## src/rtl/core/rgbft_pkg.sv

```systemverilog
package rgbft_pkg;

    // Operation codes of an input request.
    localparam logic OP_WRITE = 1'b0;
    localparam logic OP_READ  = 1'b1;

    // Transform modes.
    localparam logic [2:0] MODE_PASS   = 3'd0;
    localparam logic [2:0] MODE_NO_RED = 3'd1;
    localparam logic [2:0] MODE_NO_GRN = 3'd2;
    localparam logic [2:0] MODE_NO_BLU = 3'd3;
    localparam logic [2:0] MODE_INVERT = 3'd4;
    localparam logic [2:0] MODE_GRAY   = 3'd5;
    localparam logic [2:0] MODE_HFLIP  = 3'd6;
    localparam logic [2:0] MODE_VFLIP  = 3'd7;

    // Configuration register indexes.
    localparam logic [1:0] REG_MODE   = 2'd0;
    localparam logic [1:0] REG_WIDTH  = 2'd1;
    localparam logic [1:0] REG_HEIGHT = 2'd2;

    localparam int CFG_IDX_W  = 2;
    localparam int CFG_DATA_W = 7;
    localparam int SIZE_W     = 7;
    localparam int COORD_W    = 6;
    localparam int CHAN_W     = 8;
    localparam int PIXEL_W    = 3 * CHAN_W;

    // Raster index: a 7-bit row times a 7-bit width plus a 7-bit column.
    localparam int IDX_W = 15;

    // Grayscale: floor(sum / 3) equals (sum * 683) >> 11 for any sum below 2048.
    localparam int               SUM_W     = 10;
    localparam logic [SUM_W-1:0] GRAY_MUL  = 10'd683;
    localparam int               GRAY_SHFT = 11;

    localparam int QUEUE_DEPTH = 4;
    localparam int QPTR_W      = 2;

    typedef struct packed {
        logic               operation;
        logic [COORD_W-1:0] column;
        logic [COORD_W-1:0] row;
        logic [CHAN_W-1:0]  red_in;
        logic [CHAN_W-1:0]  green_in;
        logic [CHAN_W-1:0]  blue_in;
    } in_req_t;

    typedef struct packed {
        logic [CHAN_W-1:0] red_out;
        logic [CHAN_W-1:0] green_out;
        logic [CHAN_W-1:0] blue_out;
        logic              in_range;
    } out_res_t;

    // A classified request as it travels from the front to the back.
    typedef struct packed {
        logic               operation;
        logic [2:0]         mode;
        logic               in_range;
        logic               in_store;
        logic [IDX_W-1:0]   index;
        logic [PIXEL_W-1:0] pixel;
    } cmd_t;

endpackage

```

## src/rtl/core/rgbft_queue.sv

```systemverilog
module rgbft_queue (
    input  logic            aclk,
    input  logic            aresetn,
    input  logic            push,
    input  rgbft_pkg::cmd_t push_data,
    output logic            full,
    input  logic            pop,
    output logic            head_valid,
    output rgbft_pkg::cmd_t head_data
);

    localparam int CNT_W = rgbft_pkg::QPTR_W + 1;

    rgbft_pkg::cmd_t              entry_reg [rgbft_pkg::QUEUE_DEPTH];
    logic [rgbft_pkg::QPTR_W-1:0] wr_ptr_reg;
    logic [rgbft_pkg::QPTR_W-1:0] rd_ptr_reg;
    logic [CNT_W-1:0]             count_reg;
    logic [CNT_W-1:0]             count_next;
    logic                         do_push;
    logic                         do_pop;

    assign full       = count_reg == CNT_W'(rgbft_pkg::QUEUE_DEPTH);
    assign head_valid = count_reg != '0;
    assign head_data  = entry_reg[rd_ptr_reg];
    assign do_push    = push && !full;
    assign do_pop     = pop && head_valid;

    always_comb begin
        count_next = count_reg;
        if (do_push && !do_pop) begin
            count_next = count_reg + CNT_W'(1);
        end else if (do_pop && !do_push) begin
            count_next = count_reg - CNT_W'(1);
        end
    end

    // Pointers and fill count.
    always_ff @(posedge aclk) begin
        if (!aresetn) begin
            wr_ptr_reg <= '0;
            rd_ptr_reg <= '0;
            count_reg  <= '0;
        end else begin
            count_reg <= count_next;
            if (do_push) begin
                wr_ptr_reg <= wr_ptr_reg + rgbft_pkg::QPTR_W'(1);
            end
            if (do_pop) begin
                rd_ptr_reg <= rd_ptr_reg + rgbft_pkg::QPTR_W'(1);
            end
        end
    end

    // Entry storage.
    always_ff @(posedge aclk) begin
        if (do_push) begin
            entry_reg[wr_ptr_reg] <= push_data;
        end
    end

endmodule

```

## config.mk

```make
export PLATFORM = sky130hd
export DESIGN_NAME = rgbft_queue
export DESIGN_NICKNAME = d
export VERILOG_FILES = /design/src/rtl/core/rgbft_pkg.sv /design/src/rtl/core/rgbft_queue.sv
export SDC_FILE = /design/constraint.sdc
export NUM_CORES = 1
export LEC_CHECK = 0
export BUFFER_PORTS_ARGS = -buffer_cell sky130_fd_sc_hd__buf_2
export CAP_MARGIN = 0
export CORE_MARGIN = 2
export CORE_UTILIZATION = 35
export CTS_BUF_LIST = sky130_fd_sc_hd__clkbuf_4
export DETAILED_ROUTE_END_ITERATION = 8
export GPL_TIMING_DRIVEN = 0
export PLACE_DENSITY_LB_ADDON = 0.2
export SLEW_MARGIN = 10
export SYNTH_ARGS = -nofsm -noshare
export SYNTH_HDL_FRONTEND = slang
export SYNTH_SLANG_ARGS = --single-unit
```

## constraint.sdc

```tcl
create_clock -name aclk -period 3.28 [get_ports aclk]
set_input_delay 0.656 -clock aclk [delete_from_list [all_inputs] [get_ports aclk]]
set_output_delay 0.656 -clock aclk [all_outputs]
set_load 0.01 [all_outputs]
```

* Word level (Yosys, flattened, before mapping)
Memory sizes are Yosys's and may differ from the RTL's. A register that Yosys moved wholly into a read port is not among the register bits.
Index checks and enable logic that the tools add are counted.
** Word-level totals
- Register bits :: 7
- RAM bits :: 180
- Input port bits :: 49
- Output and inout port bits :: 47
- Logic and storage cells :: 24
- Memories kept :: 1
** Cells by class
- $add $sub $neg :: 4
- Equality and inequality tests :: 1
- Muxes and demuxes :: 6
- Reduce and logical (&&, ||, !) cells :: 9
** Memory list
- entry_reg :: words 4, bits a word 45, read ports 1, clocked after memory_dff 1, wr ports 1, RTL line rgbft_queue.sv:14 : rgbft_pkg::cmd_t entry_reg [rgbft_pkg::QUEUE_DEPTH];
** Operators by type and width (number)
- $mux 3 :: 2
- $add 2x1->2 const B :: 2
- $logic_and 1x1->1 :: 4
- $mux 2 :: 2
- $add 3x1->3 const B :: 1
- $eq 3x3->1 const B :: 1
- $logic_not 1->1 :: 3
- $reduce_bool 3->1 :: 1
- $sub 3x1->3 const B :: 1
- $mux 1 :: 2
- $reduce_bool 2->1 :: 1

* Longest topological paths before layout
Gate-level depths: netlist (run 1).
- Word-level depth :: 7
- Mapped depth :: 9
- Mapped depth without buffers :: 8

* Worst setup path after synthesis (run 1)
OpenSTA, ideal clock, no wires.
- Kind :: input-to-reg
- Start :: input port push
- End :: memory entry_reg[0][0] (netlist name), enable pin
- Library setup time :: 0.407 ns
- Arrival :: 2.025 ns
- Required time :: 2.873 ns
- Path slack :: 0.848 ns
- Stages :: 3
- Path buffers :: 1
- Cell sequence :: nor2b_1 buf_2 and2_1
** Between the ends
- Cells in the longest elaborated chain, start to end :: 3
** Ends and longest elaborated chain
- from (decl) :: RTL line rgbft_queue.sv:4 : input logic push,
- $logic_and 1x1->1 :: RTL line rgbft_queue.sv:25 : assign do_push = push && !full;
- net do_push :: RTL line rgbft_queue.sv:19 : logic do_push;
- $mux 1 :: RTL line rgbft_queue.sv:56 : if (do_push) begin
- $mux 1 (not written as such) :: RTL line rgbft_queue.sv:57 : entry_reg[wr_ptr_reg] <= push_data;
- to (decl) :: RTL line rgbft_queue.sv:14
The timed path passes the listed nets, and every way through them passes these cells.

==> flow_summary.ini, run 1 <==
[grt]
grt_pass1_wl_mm = 19.1
grt_overflow_total = 0
grt_pass1_vias = 3387
antenna_found_initial = 1
grtUsageTotal = 0.123
grt_max_degree = 46

[die]
io_pins = 96
die_area_mm2 = 0.0212
fp.dieH_um = 146
die_w_um = 146
core_area_mm2 = 0.0196
start_util = 0.358
row_count = 51

[synthesis]
synth_cell_types = 23
seq_area_frac_synth = 0.796
ys_ff_latch = 189
syn_avg_cell_area_um2 = 24.8
ys_warn_count = 0
synthCells = 283
netlist_area_mm2 = 0.00702
synth_fp_nets = 338

[timing]
slew_headroom = 0.497
report.final.slew_viol_count = 0
fin_crit_sh = 0.818
hold_viol_final = 0
final-setup-viol-count = 0
fin_ws_ns = 0.597
setup-tns-final_ns = 0
rsz0062_at_grt = no
hold_slack_ns = 0.321
worst_pin_slew_ns = 0.755
final.min_clock_period_ns = 2.68
clock_skew_ns = 0.0187
max_freq_mhz = 373

[layout]
synthToLayoutAreaGrowth_pct = 15.2
fillCellCount = 1765
nets = 451
n_antenna_cell = 0
drive_gt1_frac = 0.452
largest_register_ffs = 180
stdcell_area_mm2 = 0.00808

[flow_run]
drv_cap = 0

[worst_setup_path]
r2r-end = count_reg[2]
cp-start-kind = flip-flop
reg2reg_slack_ns = 1.03
end_kind = output pin
r2r-start = count_reg[0]
critical_path_peak_fanout = 10
critPathKind = flip-flop to output pin
crit_end = head_data[9]
rr_worst_depth = 9
worstPathArrival_ns = 2.03
crit_required_ns = 2.62

[placement]
dp_hpwl_mm = 7.03
gp_congestion = 0.654
dpl_cell_area_mm2 = 0.00783
place_ws_ns = 0.859
portBuffers = 94

[cts]
cts_setup_buffers = 0
cts_tree = yes
insertion_delay_ns = 0.54
cts_resized = 0
root_buffer = clkbuf_4
clk_pin_slew_worst_paths_ns = 0.15
cts_sinks = 189
cts-hold-fix-buffers = 0
htreeDepth = 4
clk_path_buf_depth = 2
cts_inserted_buffers = 17

[power_and_ir_drop]
power_density_mw_per_mm2 = 708
p_leak_nw = 2.67
ir_worst_vdd_uv = 236

[routing]
via_per_inst = 4.62
drcViolationCount = 0
antenna_left = 0
drt-initial-drc-count = 122
drt_first_pass_iters = 4
vias = 3114
wirelength_mm = 12.3
post_drt_wl_per_cell_um = 18.3

[hold_path]
holdCritPathClass = input port to flip-flop

[status]
status = complete, no violations
[placed cells by master (no fill, tap or decap), drive strengths merged, types with 2 or more instances in the layout]
cell      instances
clkinv            4
mux4             45
nand2             4
buf             104
clkinvlp          4
mux2i             3
edfxtp          180
or3               2
xnor2             3
nor2b             2
inv               5
dfxtp             9
clkbuf           23
and2              8
ha                5
[routing by layer]
| metal | vias to the layer above | GRT usage | share of wire |
|---|---|---|---|
| met5 | - | 0 | 0 |
| met4 | 0 | 0.0412 | 0.0089 |
| met3 | 6 | 0.0398 | 0.054 |
| met2 | 80 | 0.200 | 0.50 |
| met1 | 1618 | 0.156 | 0.44 |
| li1 | 1410 | - | - |
[area by class of cell]
class,instances,area (um2),share of cell area
inverters,3,11.3,0.00139
multi-input cells,79,1310,0.162
well taps,265,332,0.0410
flip-flops and latches,189,5590,0.691
repair buffers,94,470,0.0582
clock buffers,21,158,0.0195
plain buffers,12,125,0.0155
clock inverters,11,93.8,0.0116
[worst max-delay path, cell delays in order, from the launching register on]
cell      delay [ns]
dfxtp_1         0.33
clkbuf_2        0.28
buf_2           0.35
mux4_2          0.37
buf_2           0.16
[report_power, final]
group / switching (mW) / leakage (nW) / internal [mW]
registers: 0.0748 / 1.72 / 2.93
clock network: 0.735 / 0.129 / 0.406
logic: 0.785 / 0.820 / 0.798
total: 1.59 / 2.67 / 4.13
[cell families after synthesis]
family	share of synthesized area
and+or+nand+nor	0.0146
adders and majority gates	0.0118
buffers and inverters	0.0194
AOI/OAI and AO/OA	0.00481
xor gates and xnor gates	0.00499
muxes	0.149
DFF	0.796
[cell usage after synthesis]
| master | instances | area share |
|---|---|---|
| a21boi_0 | 1 | 0.0011 |
| and2_1 | 8 | 0.0071 |
| buf_12 | 4 | 0.011 |
| buf_2 | 5 | 0.0036 |
| buf_6 | 1 | 0.0016 |
| clkbuf_1 | 1 | 0.00053 |
| clkbuf_2 | 1 | 0.00071 |
| dfxtp_1 | 9 | 0.026 |
| edfxtp_1 | 180 | 0.77 |
| fa_1 | 1 | 0.0029 |
| ha_1 | 5 | 0.0089 |
| inv_1 | 3 | 0.0016 |
| mux2i_1 | 3 | 0.0043 |
| mux4_2 | 45 | 0.14 |
| nand2_1 | 4 | 0.0021 |
| nor2b_1 | 2 | 0.0018 |
| nor3b_2 | 1 | 0.0018 |
| o21ai_0 | 1 | 0.00071 |
| o311ai_1 | 1 | 0.0012 |
| o31ai_2 | 1 | 0.0018 |
| or3_1 | 2 | 0.0018 |
| xnor2_1 | 3 | 0.0037 |
| xor2_1 | 1 | 0.0012 |
[how the worst min path moves through the flow]
| stage | from | slack (ns) | to | cells past startpoint |
|---|---|---|---|---|
| global placement | wr_ptr_reg[0] | 0.48 | wr_ptr_reg[0] | 2 |
| floorplan | wr_ptr_reg[1] | 0.47 | wr_ptr_reg[1] | 2 |
| global route | push_data[16] | 0.24 | entry_reg[0][16] | 1 |
| CTS | push_data[34] | 0.25 | entry_reg[2][34] | 1 |
| detailed placement | wr_ptr_reg[1] | 0.50 | wr_ptr_reg[1] | 2 |
| finish | push_data[16] | 0.32 | entry_reg[2][16] | 1 |
[stage by stage]
| stage | utilization | cells | total power [mW] |
|---|---|---|---|
| finish | 0.413 | 674 | 5.73 |
| global route | 0.413 | 674 | 6.06 |
| CTS | 0.413 | 674 | 5.85 |
| detailed placement | 0.400 | 642 | 4.70 |
| global placement | 0.399 | 642 | 4.69 |
| floorplan | - | 283 | 4.14 |
No activity file was read; power rests on OpenSTA's default activity.
==> run 2: changes to the inputs <==
- clock period: 3.28 -> 2.4 ns (I/O delays scaled with it)
==> run 2 against run 1 <==
Against the previous run:
- sequential share of layout area decreased by 2.0 points
- final area increased by 3.1%
- clock skew about the same
- count of clock-buffer cells in the layout unchanged
- sequential power increased by 37%
- via count increased by 0.80%
- wire length increased by 1.1%
- combinational power increased by 63%
- worst hold slack got worse by 0.18 ns
- total power increased by 44%
- critical endpoint is now head_data[34]
- largest power group unchanged
- highest routed layer unchanged
==> flow_summary.ini, run 2 (synthesis results as in run 1) <==
[routing]
post_drt_wl_per_cell_um = 18.4
drt-initial-drc-count = 117
antenna_left = 0
drcViolationCount = 0
drt_first_pass_iters = 4
vias = 3139
wirelength_mm = 12.5
via_per_inst = 4.63

[worst_setup_path]
critical_path_peak_fanout = 10
r2r-start = count_reg[2]
worstPathArrival_ns = 1.91
reg2reg_slack_ns = 0.22
end_kind = output pin
crit_required_ns = 1.92
cp-start-kind = flip-flop
critPathKind = flip-flop to output pin

[power_and_ir_drop]
clockPowerShare = 0.189
power_density_mw_per_mm2 = 990
seq_power_share = 0.498
p_leak_nw = 2.76
power.internal_mw = 5.99
ir_worst_vdd_uv = 336
p_sw_mw = 2.26
combinationalPowerShare = 0.313
sw_frac_of_total = 0.274
report.power.total_mw = 8.25

[cts]
root_buffer = clkbuf_4
insertion_delay_ns = 0.54
cts-hold-fix-buffers = 0
clk_path_buf_depth = 2
cts_sinks = 189
cts_tree = yes
clk_pin_slew_worst_paths_ns = 0.15
htreeDepth = 4
cts_inserted_buffers = 17

[timing]
slew_headroom = 0.491
rsz0062_at_grt = yes
hold_viol_final = 0
final-setup-viol-count = 0
hold_slack_ns = 0.143
max_freq_mhz = 418
final.min_clock_period_ns = 2.39
fin_ws_ns = 0.00811
fin_crit_sh = 0.997
report.final.slew_viol_count = 0
worst_pin_slew_ns = 0.763
clock_skew_ns = 0.0184

[hold_path]
hp-start = push_data[16]
holdCritPathClass = input port to flip-flop

[placement]
dp_hpwl_mm = 7.03
gp_congestion = 0.654
numPlacedInstances = 642
portBuffers = 94
place_ws_ns = 0.139
dpl_cell_area_mm2 = 0.00783

[layout]
nets = 455
stdcell_area_mm2 = 0.00833
layout_commonest_cell = edfxtp_1
n_antenna_cell = 0
fin_cells = 678
layout_common_cells = edfxtp_1, buf_2, mux4_2, buf_6, clkbuf_4
synthToLayoutAreaGrowth_pct = 18.7
fillCellCount = 1744
largest_register_ffs = 180
drive_gt1_frac = 0.465

[grt]
grt_pass1_wl_mm = 19.4
grt_overflow_total = 0
grt_pass1_vias = 3444
antenna_found_initial = 1
grt_max_degree = 46
grtUsageTotal = 0.125

[status]
status = complete, no violations

[die]
fp.dieH_um = 146
io_pins = 96
die_area_mm2 = 0.0212
die_w_um = 146
row_count = 51
start_util = 0.358
core_area_mm2 = 0.0196

[flow_run]
drv_cap = 0
==> run 2: changes by cell type in the layout (fill, tap and decap cells not counted), sizes merged <==
cell,delta
buf,+4
==> run 2: cell type report <==
type	instances	area (um2)	share of cell area
clock inverter	11	93.8	0.0113
multi-input combinational	79	1310	0.157
sequential	189	5590	0.671
buffer	12	146	0.0176
timing repair buffer	98	696	0.0835
tap	265	332	0.0398
inverter	3	11.3	0.00135
clock buffer	21	158	0.0189
==> run 2: worst max-delay path, cell delays in order (launching register included) <==
cell and delay [ns]:
dfxtp_2 0.36, buf_12 0.16, buf_12 0.17, mux4_2 0.54
buf_6 0.14
==> run 2: worst paths after layout <==
path,end,depth (start not counted)
setup / recovery,head_data[34],4
hold / removal,entry_reg[2][16],1
setup reg to reg,count_reg[2],9
hold reg to reg,wr_ptr_reg[1],2
==> run 2: power by group through the flow <==
| stage | Combinational (mW) | Clock (mW) | Sequential [mW] |
|---|---|---|---|
| floorplan | 1.49 | 0 | 4.16 |
| global placement | 2.21 | 0 | 4.19 |
| detailed placement | 2.24 | 0 | 4.19 |
| CTS | 2.56 | 1.64 | 4.12 |
| global route | 2.79 | 1.79 | 4.15 |
| finish | 2.58 | 1.56 | 4.11 |
==> run 2: what timing repair did <==
action,4_1_cts,5_1_grt
setup buffers,2,1
gates cloned,1,0
endpoints found under the setup margin,40,45
resized for setup,29,12
==> run 2: layer usage <==
metal / GRT usage / vias up / routed length [um]
li1: - / 1422 / -
met1: 0.159 / 1627 / 5470
met2: 0.203 / 84 / 6260
met3: 0.0395 / 6 / 635
met4: 0.0412 / 0 / 110
met5: 0 / - / 0
==> run 2: per-stage QoR <==
step | utilization | setup TNS (ns)
after floorplan | - | 0
after global placement | 0.399 | -179.05
after detailed placement | 0.400 | 0
after CTS | 0.422 | -2.35
after global routing | 0.425 | -3.89
final | 0.425 | 0
