**config.mk**
```make
export PLATFORM = sky130hd
export DESIGN_NAME = rgbft_front
export DESIGN_NICKNAME = d
export VERILOG_FILES = /design/src/rtl/core/rgbft_pkg.sv /design/src/rtl/core/rgbft_front.sv
export SDC_FILE = /design/constraint.sdc
export NUM_CORES = 1
export LEC_CHECK = 0
export BUFFER_PORTS_ARGS = -buffer_cell sky130_fd_sc_hd__buf_2
export CELL_PAD_IN_SITES_DETAIL_PLACEMENT = 0
export CELL_PAD_IN_SITES_GLOBAL_PLACEMENT = 1
export CORE_MARGIN = 5
export CORE_UTILIZATION = 42
export DETAILED_ROUTE_END_ITERATION = 7
export GPL_TIMING_DRIVEN = 0
export PLACE_DENSITY_LB_ADDON = 0.1
export SYNTH_ARGS = -nofsm -noshare
export SYNTH_HDL_FRONTEND = slang
export SYNTH_SLANG_ARGS = --single-unit
```
**constraint.sdc**
```tcl
create_clock -name aclk -period 8.3 [get_ports aclk]
set_clock_uncertainty 0.05 [all_clocks]
set_input_delay 1.66 -clock aclk [delete_from_list [all_inputs] [get_ports aclk]]
set_output_delay 1.66 -clock aclk [all_outputs]
set_load 0.005 [all_outputs]
```
**src/rtl/core/rgbft_pkg.sv**
```systemverilog
package rgbft_pkg;

    // Operation codes of an input request.
    localparam logic OP_WRITE = 1'b0;
    localparam logic OP_READ  = 1'b1;

    // Transform modes.
    localparam logic [2:0] MODE_PASS   = 3'd0;
    localparam logic [2:0] MODE_NO_RED = 3'd1;
    localparam logic [2:0] MODE_NO_GRN = 3'd2;
    localparam logic [2:0] MODE_NO_BLU = 3'd3;
    localparam logic [2:0] MODE_INVERT = 3'd4;
    localparam logic [2:0] MODE_GRAY   = 3'd5;
    localparam logic [2:0] MODE_HFLIP  = 3'd6;
    localparam logic [2:0] MODE_VFLIP  = 3'd7;

    // Configuration register indexes.
    localparam logic [1:0] REG_MODE   = 2'd0;
    localparam logic [1:0] REG_WIDTH  = 2'd1;
    localparam logic [1:0] REG_HEIGHT = 2'd2;

    localparam int CFG_IDX_W  = 2;
    localparam int CFG_DATA_W = 7;
    localparam int SIZE_W     = 7;
    localparam int COORD_W    = 6;
    localparam int CHAN_W     = 8;
    localparam int PIXEL_W    = 3 * CHAN_W;

    // Raster index: a 7-bit row times a 7-bit width plus a 7-bit column.
    localparam int IDX_W = 15;

    // Grayscale: floor(sum / 3) equals (sum * 683) >> 11 for any sum below 2048.
    localparam int               SUM_W     = 10;
    localparam logic [SUM_W-1:0] GRAY_MUL  = 10'd683;
    localparam int               GRAY_SHFT = 11;

    localparam int QUEUE_DEPTH = 4;
    localparam int QPTR_W      = 2;

    typedef struct packed {
        logic               operation;
        logic [COORD_W-1:0] column;
        logic [COORD_W-1:0] row;
        logic [CHAN_W-1:0]  red_in;
        logic [CHAN_W-1:0]  green_in;
        logic [CHAN_W-1:0]  blue_in;
    } in_req_t;

    typedef struct packed {
        logic [CHAN_W-1:0] red_out;
        logic [CHAN_W-1:0] green_out;
        logic [CHAN_W-1:0] blue_out;
        logic              in_range;
    } out_res_t;

    // A classified request as it travels from the front to the back.
    typedef struct packed {
        logic               operation;
        logic [2:0]         mode;
        logic               in_range;
        logic               in_store;
        logic [IDX_W-1:0]   index;
        logic [PIXEL_W-1:0] pixel;
    } cmd_t;

endpackage

```
**src/rtl/core/rgbft_front.sv**
```systemverilog
module rgbft_front #(
    parameter int MAX_WIDTH  = 64,
    parameter int MAX_HEIGHT = 64
) (
    input  logic                             aclk,
    input  logic                             aresetn,
    input  logic                             s_valid,
    output logic                             s_ready,
    input  rgbft_pkg::in_req_t               s_data,
    input  logic [2:0]                       mode,
    input  logic [rgbft_pkg::SIZE_W-1:0]     frame_width,
    input  logic [rgbft_pkg::SIZE_W-1:0]     frame_height,
    output logic                             push,
    output rgbft_pkg::cmd_t                  push_data,
    input  logic                             queue_full
);

    localparam int DEPTH = MAX_WIDTH * MAX_HEIGHT;

    logic                         valid_reg;
    logic                         valid_next;
    rgbft_pkg::cmd_t              cmd_reg;
    rgbft_pkg::cmd_t              cmd_next;
    logic [rgbft_pkg::SIZE_W-1:0] w_used;
    logic [rgbft_pkg::SIZE_W-1:0] h_used;
    logic [rgbft_pkg::SIZE_W-1:0] col_ext;
    logic [rgbft_pkg::SIZE_W-1:0] row_ext;
    logic [rgbft_pkg::SIZE_W-1:0] sel_col;
    logic [rgbft_pkg::SIZE_W-1:0] sel_row;
    logic [rgbft_pkg::IDX_W-1:0]  index;
    logic                         accept;

    // Sizes above the store's maximum are clamped to it.
    assign w_used = (32'(frame_width) > MAX_WIDTH) ? rgbft_pkg::SIZE_W'(MAX_WIDTH)
                                                   : frame_width;
    assign h_used = (32'(frame_height) > MAX_HEIGHT) ? rgbft_pkg::SIZE_W'(MAX_HEIGHT)
                                                     : frame_height;
    assign col_ext = rgbft_pkg::SIZE_W'(s_data.column);
    assign row_ext = rgbft_pkg::SIZE_W'(s_data.row);

    // Mirrored reads fetch from the opposite column or row.
    always_comb begin
        sel_col = col_ext;
        sel_row = row_ext;
        if (s_data.operation == rgbft_pkg::OP_READ) begin
            if (mode == rgbft_pkg::MODE_HFLIP) begin
                sel_col = w_used - 7'd1 - col_ext;
            end else if (mode == rgbft_pkg::MODE_VFLIP) begin
                sel_row = h_used - 7'd1 - row_ext;
            end
        end
    end

    assign index = rgbft_pkg::IDX_W'(sel_row) * rgbft_pkg::IDX_W'(w_used)
                 + rgbft_pkg::IDX_W'(sel_col);

    // Classification of the incoming request.
    always_comb begin
        cmd_next.operation = s_data.operation;
        cmd_next.mode      = mode;
        cmd_next.in_range  = (col_ext < w_used) && (row_ext < h_used);
        cmd_next.in_store  = 32'(index) < DEPTH;
        cmd_next.index     = index;
        cmd_next.pixel     = {s_data.red_in, s_data.green_in, s_data.blue_in};
    end

    assign push    = valid_reg && !queue_full;
    assign s_ready = !valid_reg || !queue_full;
    assign accept  = s_valid && s_ready;

    always_comb begin
        valid_next = valid_reg;
        if (accept) begin
            valid_next = 1'b1;
        end else if (push) begin
            valid_next = 1'b0;
        end
    end

    always_ff @(posedge aclk) begin
        if (!aresetn) begin
            valid_reg <= 1'b0;
        end else begin
            valid_reg <= valid_next;
        end
    end

    always_ff @(posedge aclk) begin
        if (accept) begin
            cmd_reg <= cmd_next;
        end
    end

    assign push_data = cmd_reg;

endmodule

```
; ---- Word-level counts from Yosys, hierarchy flattened
; Cells that the tools add are included.
[totals]
regBits = 46
inputBits = 58
out_inout_bits = 47
elab_cells = 36
[op_classes]
add_sub_neg = 5
n_mul = 1
n_lt_le_gt_ge = 5
eq_ne = 2
muxes = 9
reduce_logical = 7
[ops]
columns = operator, count
row1 = $mux 7, 7
row2 = $add 14x7->15, 1
row3 = $lt 15x13->1 const B, 1
row4 = $gt 7x7->1 const B, 2
row5 = $lt 6x7->1, 2
row6 = $mul 7x7->14, 1
row7 = $sub 7x1->7 const B, 2
row8 = $sub 7x6->7, 2
row9 = $eq 3x3->1 const B, 2
row10 = $logic_and 1x1->1, 3
row11 = $logic_not 1->1, 2
row12 = $mux 1, 2
row13 = $reduce_bool 2->1, 1
row14 = $logic_or 1x1->1, 1

; ---- Depth between registers and ports, before layout
; Gate-level depths: netlist of run 1.
[logic_depth]
ltp_word = 10
ltp_mapped = 27
ltp_nobuf = 24

; ---- Least setup slack after synthesis of run 1
; Ideal clock, no wire load.
[synth_path]
path_kind = input to register
from = input frame_height[6] (netlist name)
to = register cmd_reg (netlist bit push_data[39]), data pin
setup_ns = 0.261
arrival_time_ns = 7.086
required_time_ns = 7.989
slack_ns = 0.903
cell_stages = 24
path_buffers = 2
cell_sequence = clkbuf_1 > nor2b_1 > ha_1 > fa_1 > a21o_1 > a21o_1 > a21oi_1 > mux2_2 > nor2_1 > nor2_1 > fa_1 > inv_1 > fa_1 > fa_1 > fa_1 > inv_1 > ha_1 > buf_6 > a2111oi_4 > o211ai_2 > a311oi_1 > o21bai_1 > xor2_1 > nor3_2
[synth_rtl]
columns = item, line_no
row1 = start: declaration, rgbft_front.sv:12  ; input logic [rgbft_pkg::SIZE_W-1:0] frame_height,
row2 = end signal: assignment, rgbft_front.sv:90  ; cmd_reg <= cmd_next;
row3 = end: declaration, rgbft_front.sv:22  ; rgbft_pkg::cmd_t cmd_reg;

==> impl_table.tex, run 1 <==
\begin{tabular}{lr}
\hline
Metric & Value \\
\hline
\multicolumn{2}{l}{\textbf{Finish}} \\
P\&R area growth vs syn & 18.34\% \\
Largest register FFs & 45 \\
Fraction of layout instances using a drive strength above 1 & 22.91\% \\
\# fillers & 1028 \\
Antenna diodes & 0 \\
Net count of the finished layout & 715 \\
\multicolumn{2}{l}{\textbf{Yosys}} \\
Cell with the most instances after synthesis & inv\_1 \\
Post-synthesis sequential area ratio & 30.50\% \\
Share of synthesized registers carrying an async set or reset & 0\% \\
Ys Warns & 0 \\
Top cell types by occurrence after synthesis & 72 x inv\_1, 62 x ha\_1, 45 x edfxtp\_1, 40 x nor2\_1, 33 x fa\_1 \\
Number of storage elements in the synthesis netlist & 46 \\
Main area contributors after synthesis & edfxtp\_1 30\%, ha\_1 17\%, fa\_1 15\% \\
Largest area contributor in the synthesized netlist & edfxtp\_1 \\
Synthesized cell area & 0.004496 sq mm \\
Synth top area share & 30.06\% \\
Number of enable flip-flop cells after synthesis & 45 \\
Distinct cell type count of the synthesized netlist & 47 \\
Post-synthesis net count & 603 \\
Gate count after technology mapping & 450 \\
Dominant synthesized flop cell & edfxtp\_1 \\
Syn Area/Cell & 9.990 sq um \\
\multicolumn{2}{l}{\textbf{Detailed routing}} \\
Drt drc & 0 \\
Number of DRC markers in iteration 0 & 109 \\
Avg WL per Cell & 13.66 um \\
1st-pass router iterations & 4 \\
DR vias/cell & 4.884 \\
Post-DRT Antenna Nets & 0 \\
Number of vias after detailed routing & 3414 \\
Total length of routed wires & 9551 um \\
\multicolumn{2}{l}{\textbf{Power and ir drop}} \\
Sum of internal, switching and leakage power & 772.4 uW \\
Leakage & 2.628 nW \\
Gate power share & 39.9\% \\
Internal power & 520.9 uW \\
Sw Ratio & 32.56\% \\
Proportion of power drawn by flip-flops and latches & 38.6\% \\
Power per unit of standard cell area & 145.2 mW/mm\^{}2 \\
Switching component of the power & 251.5 uW \\
Worst voltage drop across the vdd grid & 0.00009653 V \\
Clock power share & 21.5\% \\
\multicolumn{2}{l}{\textbf{Worst setup path}} \\
Crit-path slowest cell & fa\_1 \\
Kind of cell adding the most delay to the critical path & adder cells \\
Buffers plus inverters on the worst setup path & 5 \\
Kind of critical path & input port to flip-flop \\
Data required, critical path & 8.30 ns \\
Worst R2R Start & valid\_reg \\
Worst-case register-to-register setup slack & 7.04 ns \\
Reg-to-reg endpoint & push\_data[40] \\
Critical Path End Type & flip-flop \\
Worst Reg-to-Reg Cells & 3 \\
Slowest cell delay on critical path & 0.52 ns \\
Arr. time, crit path & 7.78 ns \\
CP most frequent cell & fa\_1 \\
Maximum net fanout on the critical path & 10 \\
Kind of launch point of the worst setup path & input port \\
\multicolumn{2}{l}{\textbf{GRT}} \\
Antenna violations before repair & 0 \\
Largest net degree at the start of global routing & 41 \\
Global route overflow & 0 \\
GRT Total Usage & 15.28\% \\
Wire length of the first global-routing pass & 16230 um \\
Number of global-route vias before repair & 3548 \\
\multicolumn{2}{l}{\textbf{STA}} \\
Slew of the pin with the lowest slew margin & 0.6858 ns \\
Highest clock rate & 128.6 MHz \\
Post-route setup TNS & 0 ns \\
Final critical path time including I/O delays and setup & 7.776 ns \\
Setup repair after global routing missed its margin & no \\
Final Hold Fails & 0 \\
Final clock period utilization by the worst path & 93.68\% \\
Setup-failing EPs final & 0 \\
Max-slew violation count & 0 \\
Worst slew slack as a fraction of its limit & 52.97\% \\
\multicolumn{2}{l}{\textbf{Clock network}} \\
Post-CTS setup-driven buffer insertion count & 0 \\
Clock root buffer master & clkbuf\_8 \\
Number of instances resized during post-cts repair & 0 \\
Longest Clk Path Bufs & 2 \\
Worst-path clk slew & 0.09 ns \\
Hold-fix buffers, CTS & 0 \\
Source-to-sink clock delay at the later pin of the worst-skew pair & 0.29 ns \\
TritonCTS clock tree & yes \\
CTS buffer count & 5 \\
Sinks on Clock Net & 46 \\
H-Tree Level Count & 2 \\
\multicolumn{2}{l}{\textbf{Hold path}} \\
Startpoint of the worst hold path & valid\_reg \\
Type of the worst min-delay path & flip-flop to flip-flop \\
Hold Path Stages & 2 \\
WHS Endpoint & valid\_reg \\
\multicolumn{2}{l}{\textbf{Die}} \\
Die span in y & 113.5 um \\
Horizontal extent of the die & 113.5 um \\
Floorplan Core Area & 0.01037 sq mm \\
Die area & 0.01287 sq mm \\
Number of ports placed on the die boundary & 105 \\
Initial core utilization & 43.35\% \\
Floorplan row count & 37 \\
\multicolumn{2}{l}{\textbf{Job}} \\
Number of max-capacitance violations reported & 0 \\
\multicolumn{2}{l}{\textbf{Placement}} \\
Number of input and output port buffers inserted & 104 \\
Routability cong. & 0.8236 \\
HPWL after detailed placement & 7914 um \\
\multicolumn{2}{l}{\textbf{Outcome}} \\
Status & finished, final reports clean \\
\hline
\end{tabular}
## layout by cell type (no fill, tap or decap), types with 3 or more instances in the layout
cell type and count:
buf_2 105, inv_1 72, ha_1 62, edfxtp_1 45
nor2_1 40, fa_1 33, nand2_1 25, a21oi_1 20
nor3_1 13, nand2b_1 13, nor2b_1 12, xnor2_1 12
nand3_1 9, o21ai_0 8, clkbuf_1 7, a21o_1 7
a31oi_1 6, mux2i_1 6, o21a_1 5, or4_1 5
mux2_2 5, xor2_1 5, a211oi_1 5, clkbuf_8 5
and2_1 3, o21bai_1 3
## layer usage
layer  up-vias  global-route usage (%)  part of all wire [%]
met2        93                   25.64                    45
li1       1741                       -                     -
met4         0                   4.888                   1.8
met3        13                   2.334                   5.9
met1      1567                   20.28                    47
met5         -                       0                     0
## tightest hold or removal path, delay by kind of cell, from the launching register on
family,cells,cell delay (ns)
AND/OR/NAND/NOR,1,0.09
flip-flops,1,0.34
AO/OA/AOI/OAI,1,0.07
## power groups by stage
| stage | sequential [mW] | combinational [mW] | clock, mW |
|---|---|---|---|
| detailed placement | 0.304 | 0.309 | 0 |
| finish | 0.298 | 0.308 | 0.166 |
| floorplan | 0.310 | 0.214 | 0 |
| CTS | 0.299 | 0.314 | 0.174 |
| global placement | 0.304 | 0.305 | 0 |
| global route | 0.301 | 0.357 | 0.188 |
## final cells by class
cell class / instances / area (sq um) / share of cell area (%)
clock inverters: 3 / 43.79 / 0.8231
well taps: 136 / 170.2 / 3.198
repair buffers: 105 / 540.5 / 10.16
plain buffers: 10 / 50.05 / 0.9407
multi-input cells: 320 / 2798 / 52.59
inverters: 74 / 277.8 / 5.221
clock buffers: 5 / 68.82 / 1.294
flip-flops and latches: 46 / 1371 / 25.78
## cell families (layout without fill, tap and decap cells)
| kind of cell | Yosys count | in the layout | synth area share, % |
|---|---|---|---|
| flops | 46 | 46 | 30.50 |
| simple gates | 133 | 133 | 14.70 |
| compound gates | 64 | 64 | 9.658 |
| buf+inv | 84 | 197 | 7.292 |
| xor+xnor | 17 | 17 | 3.312 |
| fa+ha+maj | 95 | 95 | 31.95 |
| mux | 11 | 11 | 2.588 |
## how the worst max path moves through the flow
stage,from,endpoint,cells past startpoint
finish,frame_height[6],push_data[39],25
global route,frame_height[6],push_data[39],25
CTS,frame_height[6],push_data[39],25
detailed placement,frame_height[6],push_data[39],25
global placement,frame_height[6],push_data[39],25
floorplan,frame_height[6],push_data[39],24
## stage by stage
stage,cells,utilization (%),worst slack (ns),hold WS [ns],cell area (sq um)
after CTS,699,51.30,0.4406,0.4851,5320
after detailed placement,691,50.22,0.1230,0.4727,5207
after global routing,699,51.30,0.06993,0.5157,5320
after global placement,690,50.01,0.1393,0.4506,5186
after floorplan,450,-,0.9031,0.4365,4496
final,699,51.30,0.5245,0.4805,5320
No activity file was read; power rests on OpenSTA's default activity.
==> run 2, diff against run 1 <==
Settings changed: ABC_AREA from default to 1, CORE_UTILIZATION 42 to 41.
==> impl_table.tex, run 2 <==
\begin{tabular}{lr}
\hline
Metric & Value \\
\hline
\multicolumn{2}{l}{\textbf{GRT}} \\
Largest net degree at the start of global routing & 29 (-29\%) \\
Highest-utilization routing layer at the global route stage & met2 \\
Wire length of the first global-routing pass & 16420 um (+1.2\%) \\
Met3 track demand over resource & 2.273\% (-0.061 points) \\
Number of global-route vias before repair & 3653 (+3.0\%) \\
Met2 usage & 25.96\% (+0.32 points) \\
GRT Total Usage & 15.41\% (+0.13 points) \\
Met1 track demand over resource & 20.73\% (+0.45 points) \\
Antenna violations before repair & 0 (unchanged) \\
Global route overflow & 0 (unchanged) \\
\multicolumn{2}{l}{\textbf{Detailed routing}} \\
DR vias/cell & 4.732 (-3.1\%) \\
Total length of routed wires & 9438 um (-1.2\%) \\
Number of vias after detailed routing & 3582 (+4.9\%) \\
1st-pass router iterations & 4 (unchanged) \\
Drt drc & 0 (unchanged) \\
Avg WL per Cell & 12.47 um (-8.8\%) \\
Number of DRC markers in iteration 0 & 177 (+62\%) \\
Post-DRT Antenna Nets & 0 (unchanged) \\
\multicolumn{2}{l}{\textbf{STA}} \\
Slew of the pin with the lowest slew margin & 0.6320 ns (-0.05385 ns) \\
Final critical path time including I/O delays and setup & 6.783 ns (-0.9924 ns) \\
Worst slew slack as a fraction of its limit & 57.77\% (+4.8 points) \\
Highest clock rate & 147.4 MHz (+15\%) \\
Final clock period utilization by the worst path & 81.72\% (-12 points) \\
Setup-failing EPs final & 0 (unchanged) \\
Final Hold Fails & 0 (unchanged) \\
Max-slew violation count & 0 (unchanged) \\
Setup repair after global routing missed its margin & no \\
Post-route setup TNS & 0 ns (unchanged) \\
\multicolumn{2}{l}{\textbf{Yosys}} \\
Synthesized cell area & 0.004477 sq mm (-0.42\%) \\
Top cell types by occurrence after synthesis & 112 x inv\_1, 100 x nand2\_1, 62 x ha\_1, 46 x nor2\_1, 45 x edfxtp\_1 \\
Share of synthesized registers carrying an async set or reset & 0\% (unchanged) \\
Main area contributors after synthesis & edfxtp\_1 30\%, ha\_1 17\%, fa\_1 15\% \\
Number of enable flip-flop cells after synthesis & 45 (unchanged) \\
Largest area contributor in the synthesized netlist & edfxtp\_1 \\
Ys Warns & 0 (unchanged) \\
Dominant synthesized flop cell & edfxtp\_1 \\
Gate count after technology mapping & 504 (+12\%) \\
Number of storage elements in the synthesis netlist & 46 (unchanged) \\
Synth top area share & 30.18\% (+0.13 points) \\
Syn Area/Cell & 8.883 sq um (-11\%) \\
Post-synthesis sequential area ratio & 30.63\% (+0.13 points) \\
Post-synthesis net count & 657 (+9.0\%) \\
Distinct cell type count of the synthesized netlist & 34 (-28\%) \\
Cell with the most instances after synthesis & inv\_1 \\
\multicolumn{2}{l}{\textbf{Hold path}} \\
Type of the worst min-delay path & flip-flop to flip-flop \\
\multicolumn{2}{l}{\textbf{Clock network}} \\
CTS buffer count & 5 (unchanged) \\
Sinks on Clock Net & 46 (unchanged) \\
Worst-path clk slew & 0.08 ns (about the same) \\
Longest Clk Path Bufs & 2 (unchanged) \\
Post-CTS setup-driven buffer insertion count & 0 (unchanged) \\
Clock root buffer master & clkbuf\_8 \\
Source-to-sink clock delay at the later pin of the worst-skew pair & 0.30 ns (about the same) \\
Hold-fix buffers, CTS & 0 (unchanged) \\
TritonCTS clock tree & yes \\
H-Tree Level Count & 2 (unchanged) \\
Number of instances resized during post-cts repair & 0 (unchanged) \\
\multicolumn{2}{l}{\textbf{Finish}} \\
Count of placed standard cells in the final layout, fillers left out & 757 (+8.3\%) \\
Net count of the finished layout & 769 (+7.6\%) \\
Register area & 0.001371 sq mm (unchanged) \\
Leading cell types in the layout, fill and taps excluded & 112 x inv\_1, 104 x buf\_2, 100 x nand2\_1 \\
\# fillers & 1076 (+4.7\%) \\
Footprint of the multi-input gates & 0.002638 sq mm (-5.7\%) \\
Fraction of layout instances using a drive strength above 1 & 22.37\% (-0.55 points) \\
Largest register FFs & 45 (unchanged) \\
Most common cell after layout, fill and taps aside & inv\_1 \\
P\&R area growth vs syn & 18.70\% \\
Final cell area excluding filler cells & 0.005314 sq mm (-0.12\%) \\
Antenna diodes & 0 (unchanged) \\
\multicolumn{2}{l}{\textbf{Worst setup path}} \\
Slowest cell delay on critical path & 0.52 ns (about the same) \\
Arr. time, crit path & 6.80 ns (-0.98 ns) \\
Kind of critical path & input port to flip-flop \\
Data required, critical path & 8.32 ns (+0.02 ns) \\
Worst-case register-to-register setup slack & 6.79 ns (-0.25 ns) \\
Critical Path End Type & flip-flop \\
CP most frequent cell & nand2\_1 \\
Crit-path slowest cell & fa\_1 \\
Kind of launch point of the worst setup path & input port \\
Maximum net fanout on the critical path & 5 (-5) \\
\multicolumn{2}{l}{\textbf{Job}} \\
Number of max-capacitance violations reported & 0 (unchanged) \\
\multicolumn{2}{l}{\textbf{Placement}} \\
Placed inst area & 0.005204 sq mm (about the same) \\
Routability cong. & 0.8474 (+2.9\%) \\
Number of input and output port buffers inserted & 104 (unchanged) \\
HPWL after detailed placement & 8064 um (+1.9\%) \\
Placed cell count & 749 (+8.4\%) \\
\multicolumn{2}{l}{\textbf{Die}} \\
Die area & 0.01311 sq mm (+1.8\%) \\
Floorplan Core Area & 0.01079 sq mm (+4.1\%) \\
Horizontal extent of the die & 114.5 um (+0.91\%) \\
Floorplan row count & 38 (+2.7\%) \\
Number of ports placed on the die boundary & 105 (unchanged) \\
Die span in y & 114.5 um (+0.91\%) \\
Initial core utilization & 41.48\% (-1.9 points) \\
\multicolumn{2}{l}{\textbf{Power and ir drop}} \\
Sum of internal, switching and leakage power & 769.5 uW (-0.38\%) \\
Leakage & 2.843 nW (+8.2\%) \\
Worst voltage drop across the vdd grid & 0.00007241 V (-25\%) \\
Power per unit of standard cell area & 144.8 mW/mm\^{}2 (-0.26\%) \\
\multicolumn{2}{l}{\textbf{Outcome}} \\
Status & finished, final reports clean \\
\hline
\end{tabular}
[run 2: cell types whose count changed in the layout (fill, tap and decap cells not counted), moves of 6 or more]
| cell | change |
|---|---|
| nand2_1 | +75 |
| inv_1 | +40 |
| nand2b_1 | -13 |
| nand3_1 | +13 |
| nor3_1 | -13 |
| nor2b_1 | -12 |
| a21o_1 | -7 |
| nand4_1 | +7 |
| clkbuf_1 | -6 |
| nor2_1 | +6 |
[run 2: worst max-delay path, delay by kind of cell]
family	cells	cell delay, ns
AOI/OAI and AO/OA	1	0.09
buffers and inverters	7	0.43
adders and majority gates	7	2.89
and+or+nand+nor	19	1.72
[run 2: worst paths after layout]
path                   startpoint       endpoint  cells after the start
hold reg to reg         valid_reg      valid_reg                      2
setup / recovery  frame_height[5]  push_data[39]                     34
hold / removal          valid_reg      valid_reg                      2
setup reg to reg        valid_reg   push_data[4]                      2
[run 2: routing by layer]
layer,vias to the layer above,share of wire [%]
li1,1807,-
met1,1656,46
met2,112,47
met3,7,6.5
met4,0,1.2
met5,-,0
[run 2: power breakdown]
part | switching, mW | internal (mW) | leakage (nW) | total [mW]
logic | 0.179 | 0.127 | 2.35 | 0.306
registers | 0.00522 | 0.294 | 0.443 | 0.299
clock network | 0.0747 | 0.0898 | 0.0514 | 0.165
[run 2: per-stage QoR]
stage | setup WS (ns) | hold slack (ns) | util (%)
6_report | 1.517 | 0.4883 | 49.23
3_5_place_dp | 1.187 | 0.4797 | 48.21
4_1_cts | 1.503 | 0.4916 | 49.23
2_1_floorplan | 1.753 | 0.4503 | -
5_1_grt | 1.051 | 0.5320 | 49.23
3_3_place_gp | 1.242 | 0.4320 | 47.92
[run 2: cell families after synthesis]
logic type,count (synthesis),share of synthesized area [%]
fa+ha+maj,95,32.08
compound gates,40,5.255
mux,1,0.2236
buf+inv,119,10.70
xor+xnor,11,2.152
simple gates,192,18.95
flops,46,30.63
[run 2: final cells by class]
| class | count | share of cell area (%) |
|---|---|---|
| clock buffers | 6 | 1.366 |
| well taps | 140 | 3.296 |
| multi-input cells | 339 | 49.64 |
| clock inverters | 2 | 0.7064 |
| repair buffers | 105 | 10.17 |
| plain buffers | 4 | 0.8477 |
| flip-flops and latches | 46 | 25.81 |
| inverters | 115 | 8.170 |
